--- config.mk ---
export PLATFORM = sky130hd
export DESIGN_NAME = prpc_sqrt
export DESIGN_NICKNAME = d
export VERILOG_FILES = /design/src/hw/rtl/prpc_sqrt.sv
export SDC_FILE = /design/constraint.sdc
export NUM_CORES = 1
export LEC_CHECK = 0
export BUFFER_PORTS_ARGS = -buffer_cell sky130_fd_sc_hd__clkbuf_2
export CELL_PAD_IN_SITES_DETAIL_PLACEMENT = 1
export CELL_PAD_IN_SITES_GLOBAL_PLACEMENT = 1
export CORE_MARGIN = 2
export CORE_UTILIZATION = 49
export CTS_BUF_LIST = sky130_fd_sc_hd__clkbuf_16
export DETAILED_ROUTE_END_ITERATION = 10
export PLACE_DENSITY = 0.83
export SLEW_MARGIN = 20
export SYNTH_ARGS = -nofsm -noshare
export SYNTH_HDL_FRONTEND = slang
export SYNTH_SLANG_ARGS = --single-unit
--- constraint.sdc ---
create_clock -name i_clk -period 5.7 [get_ports i_clk]
set_input_delay 1.425 -clock i_clk [delete_from_list [all_inputs] [get_ports i_clk]]
set_output_delay 1.425 -clock i_clk [all_outputs]
set_load 0.01 [all_outputs]
--- src/hw/rtl/prpc_sqrt.sv ---
// iterative integer square root, one result bit per cycle
// no dependencies
module prpc_sqrt #(
    parameter int IN_W = 48
) (
    input  logic              i_clk,
    input  logic              i_rst_n,
    input  logic              i_start,
    input  logic [IN_W-1:0]   i_radicand,
    output logic              o_done,
    output logic [IN_W/2-1:0] o_root
);
    localparam int RT_W  = IN_W / 2;
    localparam int RM_W  = RT_W + 1;
    localparam int CNT_W = $clog2(RT_W + 1);

    logic             r_busy;
    logic             r_done;
    logic [CNT_W-1:0] r_cnt;
    logic [IN_W-1:0]  r_rad;
    logic [RM_W-1:0]  r_rem;
    logic [RT_W-1:0]  r_root;
    logic [RT_W+1:0]  rem_sh;
    logic [RT_W+1:0]  trial;
    logic [RT_W+1:0]  diff;
    logic             fits;

    // trial subtract for the next root bit
    assign rem_sh = {r_rem[RT_W-1:0], r_rad[IN_W-1 -: 2]};
    assign trial  = {r_root, 2'b01};
    assign fits   = rem_sh >= trial;
    assign diff   = rem_sh - trial;

    // control
    always_ff @(posedge i_clk) begin
        if (!i_rst_n) begin
            r_busy <= 1'b0;
            r_done <= 1'b0;
            r_cnt  <= '0;
        end else begin
            r_done <= 1'b0;
            if (i_start) begin
                r_busy <= 1'b1;
                r_cnt  <= CNT_W'(RT_W);
            end else if (r_busy) begin
                r_cnt <= r_cnt - CNT_W'(1);
                if (r_cnt == CNT_W'(1)) begin
                    r_busy <= 1'b0;
                    r_done <= 1'b1;
                end
            end
        end
    end

    // datapath
    always_ff @(posedge i_clk) begin
        if (i_start) begin
            r_rad  <= i_radicand;
            r_rem  <= '0;
            r_root <= '0;
        end else if (r_busy) begin
            r_rad  <= r_rad << 2;
            r_rem  <= fits ? RM_W'(diff) : RM_W'(rem_sh);
            r_root <= {r_root[RT_W-2:0], fits};
        end
    end

    assign o_done = r_done;
    assign o_root = r_root;
endmodule

# After elaboration in Yosys (flattened, before gate mapping)
# Index checks and enable logic that the tools add are counted.
# totals
ff_bits	103
out_inout_bits	25
wordCells	25
# op_classes
eq_ne	1
n_mux	9
reduce_logical	3
addsub	2
n_lt_le_gt_ge	1
bitwise	2
# ops
cell	n
$mux 48	2
$ge 26x26->1	1
$mux 24	1
$sub 24x24->24	1
$mux 5	2
$eq 5x1->1 const B	1
$sub 5x1->5 const B	1
$mux 1	4
$reduce_or 3->1	1
$not 1->1	2
$reduce_bool 2->1	1
$reduce_or 2->1	1

# Depth between registers and ports, before layout
# depth
depth_word	4
ltp_mapped	13

# Worst setup path after synthesis
# No wires, ideal clock.
# synth_path
path_kind	in2reg
startpoint	input port i_start
endpoint	register r_rad[0] (enable)
path_buffers	2
path_stages	4
arrival_time_ns	2.873
setup_time_ns	0.402
setup_slack_ns	2.425
path_cell_list	clkbuf_1 -> buf_2 -> nor2_1 -> inv_1
# synth_between
elab_chain_len	1
# synth_rtl
element	line	source
start: declaration	8	input logic i_start,
$reduce_bool 2->1 (no source line)	-	
end signal: assignment	58	r_rad <= i_radicand;
end signal: assignment	62	r_rad <= r_rad << 2;
end: declaration	20	logic [IN_W-1:0] r_rad;
# Every way passes these cells.
# A chain may end at the register's enable or synchronous reset.

# Final worst setup path
# layout_path
startpoint	register r_root[0], in the netlist o_root[0]
endpoint	register r_rem[0]
# layout_between
elab_chain_len	2
# layout_rtl
element	line	source
start: declaration	22	logic [RT_W-1:0] r_root;
start signal: assignment	64	r_root <= {r_root[RT_W-2:0], fits};
$ge 26x26->1	31	assign fits = rem_sh >= trial;
$mux 24	63	r_rem <= fits ? RM_W'(diff) : RM_W'(rem_sh);
end signal: assignment	63	
end: declaration	21	logic [RM_W-1:0] r_rem;
# Every way passes these cells.

==> impl_results.md <==
- Placed inst area: 0.00599 mm²
- Post-Syn Area: about 0.0055 mm²
- Tightest Pin Transition: 1070 ps
- Area growth syn-to-layout: 13.4%
- Crit path required time: 5950 ps
- Min Tclk post-route: 3200 ps
- Vias in the first global route: ~4400
- CP Data Arrival Time: about 3400 ps
- Peak supply drop: 0.264 mV
- Die Y: 110 µm
- Crit. End Element: flop
- Starting Density: 0.506
- Post-Syn Instances: 521
- Final Total Pwr: roughly 3.0 mW
- Clock Pin Slew Worst Setup and Hold Paths: 80 ps
- Clock latency on the worst-skew pair: 350 ps
- Worst hold slack: 501 ps
- Post-synthesis mux area share: 0.157
- Final GP Congestion: ~0.84
- Total GRT Usage: 0.231
- Die Area: around 0.012 mm²
- I/O Buffers: 75
- Main combinational cell family by area after synthesis: multiplexers
- Die width: 110 µm
- CP startpoint kind: flop
- Main flop type after synthesis: dfxtp_1
- Async S/R FF share, synth: 0
- Antenna Diode Count: 0
- Final Hold Fails: 0
- Root buf cell: clkbuf_16
- Worst Hold Class: reg2reg
- Non-Filler Instances: 731
- DR iter-0 viols: 191
- Post-Synthesis Mean Instance Area: 10.6 µm²
- Setup tns final: 0 ps
- CTS tree: yes
- EDFF count, synth: 48
- Simple-gate share of the synthesized area: 0.117
- Nets: 665
- TritonCTS buffer count: 9
- Peak Freq: 313 MHz
- Max-Cap Viols: 0
- Synth Warn #: 0
- Share of cells above drive strength 1: 0.266
- Worst path max stage delay: 820 ps
- Clk sink count: 103
- RSZ-0062 raised after global routing: false
- Crit Path Class: reg2reg
- Relative max-transition margin: 0.285
- Detailed Place HPWL: 9.37 mm
- Max FO, Critical Path: 17
- Core ar.: 0.0109 mm²
- Commonest cells post-synth: 55 x dfxtp_1, 55 x nor2_1, 48 x edfxtp_1
- Routed len/inst: 18.2 µm
- Hold Buf Count CTS: 0
- First-pass GRT wire length: 21.7 mm
- Setup Skew: 10.5 ps
- Distinct cells, synth: 59
- Synth area leaders: edfxtp_1 26%, dfxtp_1 20%, mux2_2 9.4%
- First-pass DRT Iterations: 4
- Number of vias per cell: 5.76
- Static Leak: roughly 2.6 nW
- Post-Synth XOR/XNOR Area: 0.0316
- Setup Buffers After CTS: 0
- Drt total wl: 13.3 mm
- Largest delay share family, worst path: simple AND/OR/NAND/NOR gates
- Vias after detailed routing: between 4000 and 5000
- Cell at the slowest stage of the critical path: nor2_1
- DRC Markers: 0
- Final setup violation count: 0
- Row Count: 38
- Adder and majority gate portion of the synthesized area: 0.0633
- Grt ovf: 0
- Fraction of the yosys area taken by sequential cells: 0.459
- Post-synthesis register bit count: 103
- Max Root-Sink Buffers: 2
- Synth top area share: 0.260
- Status: finished, final reports clean
- Max Slew Vio Count: 0
- Antenna violations before repair: 0
- Net Count, Synth: 600
- Fin crit share: 0.561
- Inst Count DP: 715
- Crit-path cells: inv_1 > ha_1 > nor2b_4 > o31a_1 > o31a_4 > nor3_2 > o31ai_2 > nor2_1 > nor3_1 > a211o_1
- Cell taking the most area after synthesis: edfxtp_1
- Cell area power density: around 470 mW/mm²
- WP buf/inv: 1
- Pin count of the biggest net entering global routing: 96
- I/O pin cnt: 76
- PostCTS Resize Cnt: 0
- Detail Route Antenna Nets: 0
- Post-route cell area: 0.00628 mm²
- CTS H-tree lvls: 3
- Compound-Gate Fraction of Synth Area: 0.128
[layout by cell type, fill, tap and decap left out, types with 4 or more instances in the layout]
master,n
nand2_1,19
nand3_1,6
mux2_2,46
xnor2_1,12
and2_1,4
or4_1,4
inv_1,33
mux2i_1,35
and3_1,7
a211oi_1,17
xor2_1,8
nor3_1,12
a32oi_1,4
a21o_1,7
a21oi_1,26
nor2_1,55
dfxtp_1,54
o21a_1,5
edfxtp_1,48
o21ai_0,15
clkbuf_2,74
ha_1,28
clkbuf_16,9
[report_power, final]
group          internal [mW]  leakage [nW]  switching [mW]
logic                  0.598          1.50           0.824
clock network          0.303         0.139           0.296
registers              0.878         0.933          0.0706
total                   1.78          2.57            1.19
[final timing paths]
kind	to	slack [ps]	depth (start not counted)	from
setup / recovery	r_rem[0]	2500	10	o_root[0]
hold / removal	r_rem[23]	500	2	r_rem[23]
setup reg to reg	r_rem[0]	2500	10	o_root[0]
hold reg to reg	r_rem[23]	500	2	r_rem[23]
[flip-flops by register name, indices dropped and copies added, names as in the netlist]
name and cells:
r_busy 1, r_rem 24, r_rad 48, o_root 24, o_done 1, r_cnt 5
[cells by family after synthesis]
kind of cell	after synthesis
AND/OR/NAND/NOR	131
flip-flops	103
AO/OA/AOI/OAI	101
multiplexers	81
buffers and inverters	57
adder cells (fa/ha/maj)	28
XOR/XNOR	20
[per-stage QoR]
step / setup WS [ps] / util
6_report: 2500 / 0.574
4_1_cts: 2520 / 0.574
3_3_place_gp: 2520 / 0.548
2_1_floorplan: 2420 / -
3_5_place_dp: 2440 / 0.548
5_1_grt: 2280 / 0.574
[layer usage]
| layer | vias to the layer above | track usage | part of all wire |
|---|---|---|---|
| met5 | - | 0 | 0 |
| met4 | 0 | 0.0661 | 0.011 |
| met3 | 13 | 0.0464 | 0.042 |
| met2 | 88 | 0.405 | 0.51 |
| met1 | 2083 | 0.288 | 0.43 |
| li1 | 2030 | - | - |
[worst min-delay path: stages (launching register included)]
cell and delay, ps:
dfxtp_1 350, a32oi_1 60, o21ai_0 60
[cell type report]
type | count | area, µm²
inverter | 34 | 128
clock inverter | 7 | 57.6
timing repair buffer | 77 | 393
tap | 140 | 175
multi-input combinational | 361 | 2750
fill | 1221 | 4660
clock buffer | 9 | 225
sequential | 103 | 2540
Power figures use the tool's default switching activity.
