**config.mk**
```make
export PLATFORM = sky130hd
export DESIGN_NAME = prpc_div
export DESIGN_NICKNAME = d
export VERILOG_FILES = /design/src/hw/rtl/prpc_pkg.sv /design/src/hw/rtl/prpc_div.sv
export SDC_FILE = /design/constraint.sdc
export NUM_CORES = 1
export LEC_CHECK = 0
export ABC_CLOCK_PERIOD_IN_PS = 5500
export BUFFER_PORTS_ARGS = -buffer_cell sky130_fd_sc_hd__buf_2
export CAP_MARGIN = 10
export CORE_ASPECT_RATIO = 0.75
export CORE_MARGIN = 3
export CORE_UTILIZATION = 63
export DETAILED_ROUTE_END_ITERATION = 7
export PLACE_DENSITY = 0.87
export RECOVER_POWER = 100
export SLEW_MARGIN = 20
export SYNTH_ARGS = -nofsm -noshare
export SYNTH_HDL_FRONTEND = slang
export SYNTH_SLANG_ARGS = --single-unit
```
**constraint.sdc**
```tcl
create_clock -name i_clk -period 5.5 [get_ports i_clk]
set_clock_uncertainty 0.05 [all_clocks]
set_input_delay 1.1 -clock i_clk [delete_from_list [all_inputs] [get_ports i_clk]]
set_output_delay 1.1 -clock i_clk [all_outputs]
set_load 0.03 [all_outputs]
```
**src/hw/rtl/prpc_pkg.sv**
```systemverilog
// shared constants for the pairwise row correlation unit
// no dependencies; imported by the top level, the divider and the checker
package prpc_pkg;

    // configuration port
    localparam int CFG_W     = 8;
    localparam int CFG_IDX_W = 2;
    localparam logic [CFG_IDX_W-1:0] REG_ROWS = 2'd0;
    localparam logic [CFG_IDX_W-1:0] REG_COLS = 2'd1;

    // request kinds carried on tuser
    localparam logic CMD_LOAD = 1'b0;
    localparam logic CMD_REQ  = 1'b1;

    // result format, signed q2.16
    localparam int CORR_W    = 18;
    localparam int ROW_W     = 7;
    localparam int FRAC_BITS = 16;
    localparam int OUT_TD_W  = ((CORR_W + 2 * ROW_W + 7) / 8) * 8;
    localparam int unsigned CORR_ONE = 65536;

    // quotient bits kept by the divider (ratio stays below eight)
    localparam int QUO_BITS = 19;

endpackage

```
**src/hw/rtl/prpc_div.sv**
```systemverilog
// restoring divider, one quotient bit per cycle
// depends on prpc_pkg for the quotient width
module prpc_div #(
    parameter int NUM_W = 65,
    parameter int DEN_W = 48
) (
    input  logic                          i_clk,
    input  logic                          i_rst_n,
    input  logic                          i_start,
    input  logic [NUM_W-1:0]              i_num,
    input  logic [DEN_W-1:0]              i_den,
    output logic                          o_done,
    output logic [prpc_pkg::QUO_BITS-1:0] o_quo
);
    import prpc_pkg::*;

    localparam int CNT_W = $clog2(QUO_BITS + 1);

    logic                r_busy;
    logic                r_done;
    logic [CNT_W-1:0]    r_cnt;
    logic [DEN_W-1:0]    r_rem;
    logic [DEN_W-1:0]    r_den;
    logic [QUO_BITS-1:0] r_low;
    logic [QUO_BITS-1:0] r_quo;
    logic [DEN_W:0]      sh;
    logic [DEN_W:0]      sub;
    logic                fits;

    // trial subtract
    assign sh   = {r_rem, r_low[QUO_BITS-1]};
    assign fits = sh >= {1'b0, r_den};
    assign sub  = sh - {1'b0, r_den};

    // control
    always_ff @(posedge i_clk) begin
        if (!i_rst_n) begin
            r_busy <= 1'b0;
            r_done <= 1'b0;
            r_cnt  <= '0;
        end else begin
            r_done <= 1'b0;
            if (i_start) begin
                r_busy <= 1'b1;
                r_cnt  <= CNT_W'(QUO_BITS);
            end else if (r_busy) begin
                r_cnt <= r_cnt - CNT_W'(1);
                if (r_cnt == CNT_W'(1)) begin
                    r_busy <= 1'b0;
                    r_done <= 1'b1;
                end
            end
        end
    end

    // upper numerator bits are known to lie below the divisor
    always_ff @(posedge i_clk) begin
        if (i_start) begin
            r_rem <= DEN_W'(i_num[NUM_W-1:QUO_BITS]);
            r_low <= i_num[QUO_BITS-1:0];
            r_den <= i_den;
            r_quo <= '0;
        end else if (r_busy) begin
            r_rem <= fits ? DEN_W'(sub) : DEN_W'(sh);
            r_low <= r_low << 1;
            r_quo <= {r_quo[QUO_BITS-2:0], fits};
        end
    end

    assign o_done = r_done;
    assign o_quo  = r_quo;
endmodule

```
After elaboration in Yosys (flattened, before gate mapping)
Cells that the tools add are included.

Input bits: 116. Logic and storage cells: 29. Output and inout bits: 20. Register bits: 141.

Multiplexer cells: 11. Eq/ne operators: 1. Order comparisons: 1. Reductions and logical operators: 3. Bitwise operators: 2. Add/subtract/negate cells: 2.

Operators by type and width (number): $mux W46 (2); $ge A49 B48 Y1 (1); $mux W48 (1); $sub A48 B48 Y48 (1); $mux W19 (2); $mux W5 (2); $eq A5 B1 Y1 const B (1); $sub A5 B1 Y5 const B (1); $mux W1 (4); $reduce_or A3 Y1 (1); $not A1 Y1 (2); $reduce_bool A2 Y1 (1); $reduce_or A2 Y1 (1).

Longest topological paths before layout
Word-level depth: 4. Depth in mapped cells: 14. Gate-level depth less buffers: 11.

Least setup slack after synthesis
No wires, ideal clock.

Kind: input port to flip-flop. From: input port i_start. To: register r_low[0], enable pin. Arrival time: 3.008 ns. Cell stages on the path: 4. Path buffers: 2. Data required time: 5.031 ns. Setup time: 0.419 ns. Setup slack: 2.023 ns. Cell sequence: clkbuf_1 -> clkbuf_1 -> nor2_1 -> inv_1.

Word-level cells in the longest chain between the ends: 1.

RTL lines: start: declaration (RTL line prpc_div.sv:9) `input logic i_start,`; $reduce_bool A2 Y1 (no line); end signal: assignment (RTL line prpc_div.sv:60) `r_low <= i_num[QUO_BITS-1:0];`; end signal: assignment (RTL line prpc_div.sv:65) `r_low <= r_low << 1;`; end: declaration (RTL line prpc_div.sv:24) `logic [QUO_BITS-1:0] r_low;`.

Every way passes these cells. A chain may end at the register's enable or synchronous reset.

Final worst setup path
From: register r_rem[30]. To: register r_rem[3] (data pin).

Word-level cells in the longest chain between the ends: 4.

RTL lines: start: declaration (RTL line prpc_div.sv:22) `logic [DEN_W-1:0] r_rem;`; start signal: assignment (RTL line prpc_div.sv:59) `r_rem <= DEN_W'(i_num[NUM_W-1:QUO_BITS]);`; start signal: assignment (RTL line prpc_div.sv:64) `r_rem <= fits ? DEN_W'(sub) : DEN_W'(sh);`; $ge A49 B48 Y1 (RTL line prpc_div.sv:32) `assign fits = sh >= {1'b0, r_den};`; $mux W48 (RTL line prpc_div.sv:64); $mux W46 (RTL line prpc_div.sv:63) `end else if (r_busy) begin`; $mux W46 (RTL line prpc_div.sv:58) `if (i_start) begin`.

Every way passes these cells. The select of a mux whose other input is x is not followed.

==> impl_metrics.py <==
metrics = {
    "sta": {
        "setup-violations-final": 0,
        "highest_attainable_clock_frequency_mhz": 230,
        "timing.hold.ws_ns": 0.472,
        "max_slew_margin_pct": -23.1,
        "final_hold_viol_count": 0,
        "worst_slew_pin_slew_ns": 1.85,
        "report.final.slew_viol_count": 178,
        "finalSetupTns_ns": 0,
        "fin_crit_ns": 4.35,
        "grt_setup_unrepaired": "no",
        "fin_crit_sh_pct": 79.1,
    },
    "cells_and_area": {
        "final_cells": 1181,
        "filler_cell_count": 993,
        "drive_above_1_share_pct": 21.5,
        "final_nets": 1160,
        "final-seq-area_um2": 3950,
        "multi_input_area_um2": 4550,
        "antenna-diode-count": 0,
        "area_delta_synth_final_pct": 13.2,
    },
    "route": {
        "drt_iter0_drc": 754,
        "dr.pass1.iters": 6,
        "ant_nets": 0,
        "route.final.wire_length_um": 22200,
        "remaining_drc_errors": 0,
        "avg_wl_per_cell_um": 18.8,
        "dr_total_vias": 7392,
        "vias_per_cell": 6.26,
    },
    "logic_synthesis": {
        "synth-simple-area-share_pct": 13.0,
        "synth_cell_types": 73,
        "synth-edff-count": 113,
        "avgSynthCellArea_um2": 10.4,
        "synth.net_count": 1037,
        "syn_inst": 870,
        "ys.warnings.count": 0,
        "synth.ff_latch_count": 141,
        "synthArstFlopShare_pct": 0,
        "synthFlopType": "edfxtp_1",
        "main_combinational_cell_family_by_area_after_synthesis": "compound AO/OA/AOI/OAI gates",
        "post_synth_fa_ha_maj_area_fraction_pct": 7.13,
        "synth_seq_area_share_pct": 43.6,
        "synthMuxAreaShare_pct": 11.5,
        "synth_compound_area_share_pct": 15.6,
        "synth_area_um2": 9060,
        "post_synth_xor_area_fraction_pct": 3.77,
    },
    "setup_path": {
        "worst_r2r_startpoint": "r_rem[30]",
        "rr_endpoint": "r_rem[3]",
        "critPathLaunchType": "flop",
        "worstPathRequired_ns": 5.62,
        "timing.setup.critical_path_class": "flop to flop",
        "worstSetupEndpointType": "flop",
        "r2r_cells": 9,
        "arrival_ns": 4.47,
        "timing.critical_path.from": "r_rem[30]",
        "crit_path_end": "r_rem[3]",
        "maximum_net_fanout_on_the_critical_path": 25,
        "rrSetupSlack_ns": 1.15,
    },
    "job": {
        "cap_violations": 4,
    },
    "worst_hold_path": {
        "hold_path.class": "flop to flop",
        "worstHoldStart": "o_quo[14]",
        "hold-path-cell-count": 2,
    },
    "clock_tree": {
        "clkSinkCount": 141,
        "clock_insertion_delay_worst_skew_ns": 0.43,
        "cts-htree-levels": 4,
        "postCtsHoldBufs": 0,
        "post_cts.repair.setup_buffers": 0,
        "cts_resized": 0,
        "cts.clk_slew.worst_paths_ns": 0.06,
        "max_root_sink_buffers": 2,
        "tritoncts.num_buffers": 17,
        "cts_tree": "yes",
        "ctsRootBufferMaster": "clkbuf_16",
    },
    "placed_design": {
        "hpwl_um": 15600,
        "place_congestion": 0.944,
        "numPlacedInstances": 1149,
        "io_buffer_count": 135,
    },
    "grt": {
        "globalRouteTotalUtil_pct": 28.1,
        "antenna_found_initial": 0,
        "via_count_of_the_first_global_routing_pass": 6968,
        "grt_start_max_net_pins": 90,
        "globalRouteOverflowTotal": 0,
        "grt_first_pass_wirelength_um": 35000,
    },
    "power_and_ir_drop": {
        "p_per_area_nw_per_um2": 411,
        "vdd.ir_drop.worst_mv": 0.240,
        "power_leakage_nw": 4.25,
    },
    "die": {
        "chipWidth_um": 144,
        "die_height_um": 110,
        "initial_core_util_pct": 65.2,
        "io_pins": 136,
        "floorplan.core_area_um2": 13900,
        "placement_rows": 37,
        "die_area_um2": 15900,
    },
    "outcome": {
        "status": "finished with violations",
        "violations": "max-capacitance violations, max-slew violations",
    },
}
[metal layers]
layer	wire length (um)	vias up	share of wire, %	track usage (%)
met5	0	-	0	0
met4	300	0	1.4	6.99
met3	2120	37	9.5	6.78
met2	9790	401	44	42.1
met1	10000	3486	45	41.3
li1	-	3468	-	-
[layout make-up]
type                       count  share of cell area (%)
clock buffer                  19                    4.22
clock inverter                13                    1.53
inverter                      68                    2.49
multi-input combinational    624                    44.4
sequential                   141                    38.6
tap                          175                    2.14
timing repair buffer         141                    6.69
[layout by cell type, fill, tap and decap left out, types with 27 or more instances in the layout]
cell | netlist | routed
o21ai_0 | 35 | 37
a21oi_1 | 75 | 75
dfxtp_1 | 28 | 28
buf_2 | 10 | 112
inv_1 | 68 | 68
mux2_2 | 52 | 52
ha_1 | 50 | 50
nor2_1 | 61 | 61
clkbuf_1 | 18 | 27
nand2_1 | 44 | 44
edfxtp_1 | 113 | 113
[power by group]
part | leakage [nW] | total (mW) | internal, mW | switching (mW)
sequential | 1.35 | 1.40 | 1.33 | 0.0702
combinational | 2.62 | 1.65 | 0.683 | 0.964
clock | 0.275 | 1.17 | 0.680 | 0.491
[registers in the layout, indices dropped and copies added, names as in the netlist]
| name | flops |
|---|---|
| o_done | 1 |
| o_quo | 19 |
| r_busy | 1 |
| r_cnt | 5 |
| r_den | 48 |
| r_low | 19 |
| r_rem | 48 |
[cells by family (layout without fill, tap and decap cells)]
kind of cell | Yosys count | in the layout
xor gates and xnor gates | 39 | 39
buffers and inverters | 105 | 241
adders and majority gates | 51 | 51
AOI/OAI and AO/OA | 219 | 219
DFF | 141 | 141
muxes | 90 | 90
and+or+nand+nor | 225 | 225
[worst min-delay path by stage]
stage / end / slack, ns
6_report: o_quo[14] / 0.47
5_1_grt: o_quo[0] / 0.49
4_1_cts: o_quo[14] / 0.47
3_5_place_dp: o_quo[14] / 0.46
3_3_place_gp: o_quo[18] / 0.42
2_1_floorplan: r_rem[47] / 0.41
[through the flow]
stage	instance area [um^2]	util (%)	setup slack (ns)	total power [mW]
finish	10300	73.8	1.15	4.22
global placement	9780	70.4	1.66	3.02
floorplan	9060	-	2.02	2.73
CTS	10400	74.7	1.56	4.26
detailed placement	9780	70.4	1.59	3.07
global route	10300	73.8	0.908	4.44
[synthesized netlist by cell type, drive strengths merged, types with 11 or more instances]
master / instances / area share, %
nor3: 11 / 0.61
inv: 68 / 2.8
nand2: 46 / 2.0
mux2i: 22 / 2.4
a21o: 23 / 1.9
nor2: 61 / 2.5
nand4: 12 / 0.83
o21ai: 38 / 2.1
a21oi: 76 / 4.2
edfxtp: 113 / 37
dfxtp: 28 / 6.2
mux2: 68 / 9.1
xor2: 15 / 1.5
nor2b: 18 / 1.2
clkbuf: 20 / 0.86
xnor2: 24 / 2.3
nand3: 20 / 1.2
buf: 17 / 1.6
ha: 50 / 6.9
[worst max-delay path: stages (launching register included)]
cell and delay (ns):
edfxtp_1 0.40, ha_1 0.45, and3_1 0.29, nand3_1 0.14, or4_1 0.57, o21ai_2 0.20
o21a_1 0.98, buf_4 0.36, mux2_2 0.37, mux2_2 0.27
Note: power is estimated with default switching activity, not from simulation.
